$ cat src/design/mexp_pkg.sv
// ----------------------------------------------------------------------------
// mexp_pkg
// Shared types and the control store of the modular exponentiation core.
// ----------------------------------------------------------------------------
package mexp_pkg;

    // Program counter of the sequencer, one code per control word
    typedef enum logic [3:0] {
        P_IDLE = 4'd0,
        P_CHKM = 4'd1,
        P_RED  = 4'd2,
        P_INIT = 4'd3,
        P_SQR  = 4'd4,
        P_TST  = 4'd5,
        P_MUL  = 4'd6,
        P_NEXT = 4'd7,
        P_EMIT = 4'd8,
        P_BACK = 4'd9
    } t_pc;

    typedef enum logic [2:0] {
        ACT_NONE,
        ACT_LOAD,
        ACT_MUL,
        ACT_INIT,
        ACT_SHIFT,
        ACT_EMIT
    } t_act;

    typedef enum logic [2:0] {
        C_NEVER,
        C_ALWAYS,
        C_NO_REQ,
        C_MZERO,
        C_EBIT0,
        C_MORE,
        C_OUT_BUSY
    } t_cond;

    typedef enum logic [1:0] {
        SRC_ONE,
        SRC_ACC,
        SRC_BASE
    } t_src;

    typedef enum logic {
        DST_ACC,
        DST_BASE
    } t_dst;

    typedef struct packed {
        t_act  act;
        t_cond cond;
        t_pc   tgt;
        t_src  xsel;
        t_src  ysel;
        t_dst  dst;
    } t_uop;

    // Control store: jump to tgt when cond holds, else fall through
    function automatic t_uop uop_rom(input t_pc pc);
        t_uop u;
        u = '{act: ACT_NONE, cond: C_ALWAYS, tgt: P_IDLE,
              xsel: SRC_ONE, ysel: SRC_ONE, dst: DST_ACC};
        unique case (pc)
            P_IDLE: begin
                u.act  = ACT_LOAD;
                u.cond = C_NO_REQ;
                u.tgt  = P_IDLE;
            end
            P_CHKM: begin
                u.cond = C_MZERO;
                u.tgt  = P_EMIT;
            end
            P_RED: begin
                // base mod m as (1 mod m) * base
                u.act  = ACT_MUL;
                u.cond = C_NEVER;
                u.xsel = SRC_ONE;
                u.ysel = SRC_BASE;
                u.dst  = DST_BASE;
            end
            P_INIT: begin
                u.act  = ACT_INIT;
                u.cond = C_NEVER;
            end
            P_SQR: begin
                u.act  = ACT_MUL;
                u.cond = C_NEVER;
                u.xsel = SRC_ACC;
                u.ysel = SRC_ACC;
                u.dst  = DST_ACC;
            end
            P_TST: begin
                u.cond = C_EBIT0;
                u.tgt  = P_NEXT;
            end
            P_MUL: begin
                u.act  = ACT_MUL;
                u.cond = C_NEVER;
                u.xsel = SRC_ACC;
                u.ysel = SRC_BASE;
                u.dst  = DST_ACC;
            end
            P_NEXT: begin
                u.act  = ACT_SHIFT;
                u.cond = C_MORE;
                u.tgt  = P_SQR;
            end
            P_EMIT: begin
                u.act  = ACT_EMIT;
                u.cond = C_OUT_BUSY;
                u.tgt  = P_EMIT;
            end
            P_BACK: begin
                u.cond = C_ALWAYS;
                u.tgt  = P_IDLE;
            end
            default: begin
                u.cond = C_ALWAYS;
                u.tgt  = P_IDLE;
            end
        endcase
        return u;
    endfunction

endpackage

$ cat src/design/modular_exponentiation_core.sv
// ----------------------------------------------------------------------------
// modular_exponentiation_core
// Square-and-multiply modular exponentiation driven by a small microprogram.
// ----------------------------------------------------------------------------
// Computes base ** exponent mod modulus for unsigned WIDTH-bit operands, one
// request at a time. A ten-word control store steps a datapath built around a
// single bit-serial modular multiplier; that multiplier sets the rate. A zero
// modulus goes straight from the modulus check to the output step and
// returns residue zero with modulus_zero set. The result sits in an output
// register, so the next request is taken while it waits to be collected.
// ----------------------------------------------------------------------------
module modular_exponentiation_core
    import mexp_pkg::*;
#(
    parameter int WIDTH = 32
) (
    input  logic             i_clk,
    input  logic             i_rst_n,
    input  logic             i_in_valid,
    output logic             o_in_ready,
    input  logic [WIDTH-1:0] i_base,
    input  logic [WIDTH-1:0] i_exponent,
    input  logic [WIDTH-1:0] i_modulus,
    output logic             o_out_valid,
    input  logic             i_out_ready,
    output logic [WIDTH-1:0] o_residue,
    output logic             o_modulus_zero
);

    localparam int MBW = $clog2(WIDTH);
    localparam logic [MBW-1:0] LAST_BIT = MBW'(WIDTH - 1);

    t_pc r_pc, n_pc;

    logic [WIDTH-1:0] r_base, r_exp, r_mod, r_acc, r_macc;
    logic [MBW-1:0]   r_mbit, r_ecnt;
    logic             r_out_valid, r_mzero;
    logic [WIDTH-1:0] r_residue;

    t_uop             uop;
    logic             take, step_done, out_busy, mod_zero;
    logic [WIDTH-1:0] one_mod, mx, my, mres;
    logic [WIDTH+1:0] mt, mm1, mm2;

    assign mod_zero = (r_mod == '0);
    assign one_mod  = {{(WIDTH-1){1'b0}}, (r_mod != {{(WIDTH-1){1'b0}}, 1'b1})};
    assign out_busy = r_out_valid && !i_out_ready;

    // Operand selection for the multiplier
    always_comb begin
        case (uop.xsel)
            SRC_ACC:  mx = r_acc;
            SRC_BASE: mx = r_base;
            default:  mx = one_mod;
        endcase
        case (uop.ysel)
            SRC_ACC:  my = r_acc;
            SRC_BASE: my = r_base;
            default:  my = one_mod;
        endcase
    end

    // One multiplier bit: 2*acc + bit*x is below 3m, so at most 2m comes off
    assign mm1 = {2'b00, r_mod};
    assign mm2 = {1'b0, r_mod, 1'b0};
    assign mt  = {1'b0, r_macc, 1'b0} + (my[r_mbit] ? {2'b00, mx} : '0);

    always_comb begin
        if (mt >= mm2) begin
            mres = WIDTH'(mt - mm2);
        end else if (mt >= mm1) begin
            mres = WIDTH'(mt - mm1);
        end else begin
            mres = WIDTH'(mt);
        end
    end

    // Sequencer: next step and handshake
    always_comb begin
        uop = uop_rom(r_pc);
        unique case (uop.cond)
            C_NEVER:    take = 1'b0;
            C_ALWAYS:   take = 1'b1;
            C_NO_REQ:   take = !i_in_valid;
            C_MZERO:    take = mod_zero;
            C_EBIT0:    take = !r_exp[WIDTH-1];
            C_MORE:     take = (r_ecnt != '0);
            C_OUT_BUSY: take = out_busy;
            default:    take = 1'b1;
        endcase
        step_done = (uop.act != ACT_MUL) || (r_mbit == '0);
        if (!step_done) begin
            n_pc = r_pc;
        end else if (take) begin
            n_pc = uop.tgt;
        end else begin
            n_pc = t_pc'(4'(r_pc) + 4'd1);
        end
        o_in_ready = (r_pc == P_IDLE);
    end

    always_ff @(posedge i_clk) begin
        if (!i_rst_n) begin
            r_pc <= P_IDLE;
        end else begin
            r_pc <= n_pc;
        end
    end

    // Control state of the datapath
    always_ff @(posedge i_clk) begin
        if (!i_rst_n) begin
            r_mbit      <= LAST_BIT;
            r_macc      <= '0;
            r_out_valid <= 1'b0;
        end else begin
            if (uop.act == ACT_MUL) begin
                if (r_mbit == '0) begin
                    r_mbit <= LAST_BIT;
                    r_macc <= '0;
                end else begin
                    r_mbit <= r_mbit - 1'b1;
                    r_macc <= mres;
                end
            end
            if (uop.act == ACT_EMIT && !out_busy) begin
                r_out_valid <= 1'b1;
            end else if (i_out_ready) begin
                r_out_valid <= 1'b0;
            end
        end
    end

    // Payload registers
    always_ff @(posedge i_clk) begin
        case (uop.act)
            ACT_LOAD: begin
                if (i_in_valid) begin
                    r_base <= i_base;
                    r_exp  <= i_exponent;
                    r_mod  <= i_modulus;
                end
            end
            ACT_MUL: begin
                // write back the product on its last bit
                if (r_mbit == '0) begin
                    if (uop.dst == DST_BASE) begin
                        r_base <= mres;
                    end else begin
                        r_acc <= mres;
                    end
                end
            end
            ACT_INIT: begin
                r_acc  <= one_mod;
                r_ecnt <= LAST_BIT;
            end
            ACT_SHIFT: begin
                r_exp  <= {r_exp[WIDTH-2:0], 1'b0};
                r_ecnt <= r_ecnt - 1'b1;
            end
            ACT_EMIT: begin
                if (!out_busy) begin
                    r_residue <= mod_zero ? '0 : r_acc;
                    r_mzero   <= mod_zero;
                end
            end
            default: begin
            end
        endcase
    end

    assign o_out_valid    = r_out_valid;
    assign o_residue      = r_residue;
    assign o_modulus_zero = r_mzero;

endmodule
$ cat config.mk
export PLATFORM = sky130hd
export DESIGN_NAME = modular_exponentiation_core
export DESIGN_NICKNAME = d
export VERILOG_FILES = /design/src/design/mexp_pkg.sv /design/src/design/modular_exponentiation_core.sv
export SDC_FILE = /design/constraint.sdc
export NUM_CORES = 1
export LEC_CHECK = 0
export ABC_AREA = 1
export BUFFER_PORTS_ARGS = -buffer_cell sky130_fd_sc_hd__clkbuf_2
export CAP_MARGIN = 30
export CORE_ASPECT_RATIO = 2
export CORE_MARGIN = 2
export CORE_UTILIZATION = 44
export DETAILED_ROUTE_END_ITERATION = 7
export PLACE_DENSITY = 0.62
export SYNTH_ARGS = -nofsm -noshare
export SYNTH_HDL_FRONTEND = slang
export SYNTH_SLANG_ARGS = --single-unit
export TNS_END_PERCENT = 10
$ cat constraint.sdc
create_clock -name i_clk -period 5.7 [get_ports i_clk]
set_input_delay 0.57 -clock i_clk [delete_from_list [all_inputs] [get_ports i_clk]]
set_output_delay 0.57 -clock i_clk [all_outputs]
set_load 0.01 [all_outputs]
### Word-level counts from Yosys, hierarchy flattened

Index checks and enable logic that the tools add are counted.

| operators by class | value |
|---|---|
| reduce and logical (&&, ||, !) cells | 25 |
| bitwise logic cells | 1 |
| equality and inequality tests | 28 |
| $add $sub $neg | 6 |
| mux-type cells | 27 |
| $lt $le $gt $ge | 3 |

Operators with widths:

| cell | number |
|---|---|
| $mux 32 | 10 |
| $pmux 32 s2 | 5 |
| $sub 32x32->32 | 2 |
| $add 33x32->34 | 1 |
| $ge 34x32->1 | 1 |
| $ge 34x33->1 | 1 |
| $logic_not 32->1 | 1 |
| $ne 32x1->1 const B | 1 |
| $pmux 4 s3 | 2 |
| $pmux 3 s6 | 1 |
| $eq 4x3->1 const B | 4 |
| $eq 3x3->1 const B | 5 |
| $pmux 3 s5 | 1 |
| $eq 3x2->1 const B | 4 |
| $pmux 5 s2 | 1 |
| $reduce_bool 2->1 | 5 |
| $sub 5x1->5 const B | 2 |
| $eq 4x2->1 const B | 2 |
| $ne 2x2->1 const B | 4 |
| $lt 5x6->1 const B | 1 |
| $pmux 1 s6 | 1 |
| $reduce_and 2->1 | 3 |
| $bmux 1 s5 | 1 |
| $logic_not 5->1 | 1 |
| other kinds (23) | 30 |

| word-level totals | value |
|---|---|
| logic and storage cells | 101 |
| output and inout bits | 35 |
| bits in registers | 208 |
| input port bits | 100 |

### Logic depth before layout (Yosys ltp)

| logic depth | value |
|---|---|
| depth in word-level cells | 14 |
| depth in mapped cells | 55 |
| gate-level depth less buffers | 53 |

### Least setup slack after synthesis

Ideal clock, no wire load.

| path | value |
|---|---|
| path type | register to register |
| from | reg r_pc[0] |
| to | reg r_base[1], data pin |
| cell stages (with the launch flop) | 47 |
| path buffers | 4 |
| library setup time | 0.255 ns |
| required time | 5.445 ns |
| clock period less this slack | 5.782 ns |
| arrival | 5.527 ns |
| slack | -0.082 ns |
| cells stage by stage | dfxtp_1 inv_1 ha_1 inv_1 nor2_1 inv_1 nand2_1 inv_1 ha_1 buf_4 buf_6 nand2_1 nand2_1 a21oi_1 nand3_1 nand2_1 nand2_1 nand2_1 (+11 left out) a21oi_1 xnor2_1 ha_1 nand2_1 nor2_1 inv_1 nor4_1 nand2_1 nand2_1 a21boi_1 nand2_2 nand2_4 nand2_8 clkinv_4 buf_8 nand2_1 nand3_1 and2_1 |

| on the way | value |
|---|---|
| cells in the longest elaborated chain, start to end | 14 |
| elaborated cells on any way between the ends | 31 |
| classes of those cells | add/sub (3); order compare (2); eq/ne (12); mux (12); reduce/logical (2) |

RTL lines:

| what | RTL line | RTL |
|---|---|---|
| from (decl) | modular_exponentiation_core.sv:33 | `t_pc r_pc, n_pc;` |
| from (signal assigned) | modular_exponentiation_core.sv:106 | `r_pc <= n_pc;` |
| $eq 4x3->1 / $eq 4x2->1 (equally long branches) | mexp_pkg.sv:65 | `unique case (pc)` |
| $pmux 4 s3 | mexp_pkg.sv:65 |  |
| $eq 2x2->1 / $eq 2x1->1 (equally long branches) | modular_exponentiation_core.sv:56 | `case (uop.ysel)` |
| $pmux 32 s2 | modular_exponentiation_core.sv:56 |  |
| $bmux 1 s5 | modular_exponentiation_core.sv:66 | `assign mt = {1'b0, r_macc, 1'b0} + (my[r_mbit] ? {2'b00, mx} : '0);` |
| $mux 1 (not written as such) | modular_exponentiation_core.sv:66 |  |
| $mux 32 | modular_exponentiation_core.sv:66 |  |
| $add 33x32->34 | modular_exponentiation_core.sv:66 |  |
| $sub 32x32->32 / $ge 34x32->1 (equally long branches) | modular_exponentiation_core.sv:72, modular_exponentiation_core.sv:71 |  |
| $mux 32 | modular_exponentiation_core.sv:71 | `end else if (mt >= mm1) begin` |
| $mux 32 | modular_exponentiation_core.sv:69 | `if (mt >= mm2) begin` |
| $mux 32 | modular_exponentiation_core.sv:147 | `if (uop.dst == DST_BASE) begin` |
| $mux 32 | modular_exponentiation_core.sv:146 | `if (r_mbit == '0) begin` |
| $pmux 32 s2 * | modular_exponentiation_core.sv:136 | `case (uop.act)` |
| to (signal assigned) | modular_exponentiation_core.sv:139 | `r_base <= i_base;` |
| to (signal assigned) | modular_exponentiation_core.sv:148 | `r_base <= mres;` |
| to (decl) | modular_exponentiation_core.sv:35 | `logic [WIDTH-1:0] r_base, r_exp, r_mod, r_acc, r_macc;` |

Mark *: on every way between the ends. The rest lies on a longest branch, timed or not. The select of a mux whose other input is x is not followed.
A chain may end at the register's enable or synchronous reset.

### Worst setup path after layout

| path | value |
|---|---|
| from | reg r_pc[0] |
| to | reg r_base[5], data pin |

Same word-level chain as after synthesis.

==> flow_results.xml <==
<?xml version="1.0" encoding="UTF-8"?>
<metrics>
  <group name="timing">
    <metric name="tightest_pin_transition" unit="ns">1.09</metric>
    <metric name="timing.final.ws_setup" unit="ns">-0.761</metric>
    <metric name="maxSlewViolCount" unit="">0</metric>
    <metric name="hold_viol_final" unit="">0</metric>
    <metric name="unrepaired_setup_endpoints_after_global_routing" unit="">true</metric>
    <metric name="final.period_utilization" unit="">1.13</metric>
    <metric name="maxClockFrequency" unit="MHz">155</metric>
    <metric name="finClkSkew" unit="ns">0.0214</metric>
    <metric name="layout_min_cycle_time" unit="ns">6.46</metric>
    <metric name="worst_slew_margin_rel" unit="">0.268</metric>
    <metric name="final-setup-viol-count" unit="">96</metric>
    <metric name="setup_total_negative_slack" unit="ns">-55.42</metric>
  </group>
  <group name="worst_hold_path">
    <metric name="min_delay_worst_endpoint" unit="">r_mod[0]$_DFFE_PP_</metric>
    <metric name="whs_path_depth" unit="">1</metric>
    <metric name="worstHoldPathType" unit="">input port to register</metric>
    <metric name="worst_min_delay_path_startpoint" unit="">i_modulus[0]</metric>
  </group>
  <group name="synth">
    <metric name="synth_fp_nets" unit="">2428</metric>
    <metric name="seq_area_frac_synth" unit="">0.365</metric>
    <metric name="post_synth_most_frequent_cells" unit="">710 x nand2_1, 272 x inv_1, 189 x nor2_1</metric>
    <metric name="post_synthesis_average_cell_area" unit="um2">7.19</metric>
    <metric name="synth_largest_type_area_fraction" unit="">0.312</metric>
    <metric name="synth_edf_count" unit="">166</metric>
    <metric name="largest_area_contributor_in_the_synthesized_netlist" unit="">edfxtp_1</metric>
    <metric name="synth_warnings" unit="">0</metric>
    <metric name="most_used_standard_cell_by_instance_count_after_synthesis" unit="">nand2_1</metric>
    <metric name="ys_ff_latch" unit="">208</metric>
    <metric name="synth_area" unit="um2">16000</metric>
    <metric name="synth.area.top_cells" unit="">edfxtp_1 31%, nand2_1 17%, ha_1 8.1%, inv_1 6.4%, dfxtp_1 5.3%</metric>
    <metric name="syn_inst" unit="">2222</metric>
    <metric name="postSynth.topFlopCell" unit="">edfxtp_1</metric>
    <metric name="postSynth.asyncResetShare" unit="">0</metric>
    <metric name="yosysUniqueCellTypes" unit="">52</metric>
  </group>
  <group name="global_route">
    <metric name="grt_first_pass_wirelength" unit="um">93000</metric>
    <metric name="grt_antenna_before_repair" unit="">0</metric>
    <metric name="grt_start_max_net_pins" unit="">52</metric>
    <metric name="groute.usage.overall" unit="">0.315</metric>
    <metric name="globalRouteOverflowTotal" unit="">0</metric>
    <metric name="grt_pass1_vias" unit="">17946</metric>
  </group>
  <group name="worst_setup_path">
    <metric name="crit_type" unit="">register to register</metric>
    <metric name="startpoint_type" unit="">register</metric>
    <metric name="timing.reg2reg.worst_path_depth" unit="">54</metric>
    <metric name="worst_path_cell_with_the_longest_stage_delay" unit="">dfxtp_2</metric>
    <metric name="worstPathArrival" unit="ns">6.75</metric>
    <metric name="critical-path-top-cell-by-count" unit="">nand2_1</metric>
    <metric name="regToRegStartpoint" unit="">r_pc[0]$_SDFFE_PN0P_</metric>
    <metric name="crit-reg2reg-capture" unit="">r_base[5]$_DFFE_PP_</metric>
    <metric name="worst_setup_path_end_kind" unit="">register</metric>
    <metric name="path_max_fanout" unit="">6</metric>
    <metric name="ff2ff_setup_slack" unit="ns">-0.76</metric>
    <metric name="cp_data_required_time" unit="ns">5.99</metric>
    <metric name="cp_slowest_stage_delay" unit="ns">0.33</metric>
  </group>
  <group name="place">
    <metric name="placedInstanceArea" unit="um2">20900</metric>
    <metric name="gp_routability_congestion" unit="">1.00</metric>
    <metric name="place.detailed.hpwl" unit="um">49800</metric>
    <metric name="buffer_ports.inserted" unit="">134</metric>
  </group>
  <group name="floorplan">
    <metric name="die_w" unit="um">139</metric>
    <metric name="floorplan.io_pins" unit="">135</metric>
    <metric name="die_height" unit="um">273</metric>
    <metric name="area_of_the_die" unit="um2">37900</metric>
    <metric name="rows" unit="">98</metric>
    <metric name="core-area" unit="um2">35800</metric>
    <metric name="floorplan.initialDensity" unit="">0.446</metric>
  </group>
  <group name="final_layout">
    <metric name="n_diodes" unit="">0</metric>
    <metric name="layout-drive-gt1-share" unit="">0.372</metric>
    <metric name="syn2layout_area_growth" unit="%">49.0</metric>
    <metric name="fillCellCount" unit="">3037</metric>
    <metric name="fin_area" unit="um2">23800</metric>
    <metric name="finalNetCount" unit="">3103</metric>
  </group>
  <group name="clock_network">
    <metric name="clk_path_buf_depth" unit="">3</metric>
    <metric name="worstSkewPairLatency" unit="ns">0.54</metric>
    <metric name="root_buffer" unit="">clkbuf_16</metric>
    <metric name="cts_hold_repair.buffers" unit="">0</metric>
    <metric name="cts_htree_levels" unit="">1</metric>
    <metric name="numClockSinks" unit="">208</metric>
    <metric name="clk_pin_slew_worst_paths" unit="ns">0.08</metric>
    <metric name="cts_inserted_buffers" unit="">21</metric>
    <metric name="tritoncts" unit="">done</metric>
  </group>
  <group name="pwr">
    <metric name="vdd_ir_drop_max" unit="mV">0.290</metric>
    <metric name="total_leakage_power" unit="nW">11.7</metric>
    <metric name="p_per_area" unit="nW/um2">318</metric>
    <metric name="total_power" unit="mW">7.57</metric>
  </group>
  <group name="status">
    <metric name="violations" unit="">setup timing</metric>
    <metric name="outcome" unit="">finished with violations</metric>
  </group>
  <group name="route">
    <metric name="post_drt_wl_per_cell" unit="um">19.0</metric>
    <metric name="antenna_violating_nets_post_route" unit="">0</metric>
    <metric name="drt_drc_violations_left" unit="">0</metric>
    <metric name="total_wirelength" unit="um">64000</metric>
    <metric name="routed-via-count" unit="">17672</metric>
    <metric name="dr.first_iter.drc_count" unit="">1019</metric>
    <metric name="routed_via_density" unit="">5.26</metric>
    <metric name="first_pass_detailed_route_iteration_total" unit="">5</metric>
  </group>
  <group name="run">
    <metric name="drv.max_cap_violation_count" unit="">0</metric>
  </group>
</metrics>
-- per-layer routing --
metal | track usage | part of all wire | vias to the layer above
li1 | - | - | 8593
met1 | 0.303 | 0.33 | 8138
met2 | 0.612 | 0.52 | 659
met3 | 0.0254 | 0.045 | 282
met4 | 0.245 | 0.11 | 0
met5 | 0 | 0 | -
-- timing repair --
item	CTS	global route
endpoints found under the setup margin	96	96
cloned	2	9
pin swaps	25	119
buffers inserted	8	45
resized for setup	102	290
-- layout make-up --
cell class              count  area [um2]  share of cell area
clock buffers              26         566              0.0238
flip-flops and latches    208        5830               0.245
well taps                 450         563              0.0237
inverters                 277        1050              0.0443
repair buffers            706        5340               0.224
clock inverters            11        90.1             0.00379
multi-input cells        1683       10300               0.435
-- worst max path at each step --
stage | from | endpoint | slack (ns)
floorplan | r_pc[0]$_SDFFE_PN0P_ | r_base[1]$_DFFE_PP_ | 0.02
detailed placement | r_pc[0]$_SDFFE_PN0P_ | r_base[18]$_DFFE_PP_ | -1.64
global route | r_pc[2]$_SDFFE_PN0P_ | r_base[14]$_DFFE_PP_ | -1.05
CTS | r_pc[1]$_SDFFE_PN0P_ | r_base[18]$_DFFE_PP_ | -0.78
finish | r_pc[0]$_SDFFE_PN0P_ | r_base[5]$_DFFE_PP_ | -0.76
global placement | r_pc[0]$_SDFFE_PN0P_ | r_base[18]$_DFFE_PP_ | -1.64
-- flip-flops by register name (all words and copies together), names as in the netlist, 4 cells and up --
register / cells
r_mod: 32
r_mbit: 5
r_acc: 32
r_base: 32
o_residue: 32
r_exp: 32
r_pc: 4
r_macc: 32
r_ecnt: 5
-- where the power goes --
part | internal (mW) | switching, mW | leakage [nW]
logic | 1.68 | 2.25 | 9.47
clock network | 0.722 | 0.650 | 0.318
registers | 2.13 | 0.134 | 1.88
total | 4.53 | 3.04 | 11.7
-- cell families after synthesis --
| family | Yosys count | share of synthesized area |
|---|---|---|
| DFF | 208 | 0.365 |
| xor gates and xnor gates | 81 | 0.0444 |
| and+or+nand+nor | 1184 | 0.316 |
| adders and majority gates | 106 | 0.0845 |
| buffers and inverters | 332 | 0.0846 |
| AOI/OAI and AO/OA | 311 | 0.106 |
-- critical path, delay by kind of cell (launching register included) --
family / cells / cell delay [ns]
simple gates: 34 / 3.25
buf+inv: 14 / 1.41
fa+ha+maj: 4 / 0.89
flops: 1 / 0.33
xor+xnor: 1 / 0.18
compound gates: 1 / 0.13
-- through the flow --
| step | std cells | utilization | worst slack [ns] | hold slack, ns |
|---|---|---|---|---|
| global route | 3361 | 0.665 | -1.05 | 0.197 |
| finish | 3361 | 0.665 | -0.761 | 0.203 |
| CTS | 3309 | 0.616 | -0.782 | 0.188 |
| floorplan | 2222 | - | 0.0235 | 0.450 |
| detailed placement | 3262 | 0.582 | -1.64 | 0.468 |
| global placement | 3261 | 0.582 | -1.64 | 0.458 |
-- layout by cell type (no fill, tap or decap), types with 9 or more instances in the layout --
cell type    n
nand2_1    642
buf_4      535
inv_1      252
edfxtp_1   166
nor2_1     155
clkbuf_2   134
a21oi_1    124
nand3_1    106
ha_1        75
nand2_2     67
o21ai_0     57
xor2_1      46
dfxtp_1     38
a21oi_2     36
clkbuf_16   28
or2_2       26
ha_4        25
nor2_2      24
o21ai_1     24
nor3_1      24
and2_1      24
inv_2       21
nand3_2     20
xnor2_1     19
nor3_2      17
nand2_4     15
nand4_1     15
buf_12      15
nor2_4      14
buf_6       13
nor3_4      12
a31oi_1     11
o21bai_1     9
Power figures use the tool's default switching activity.
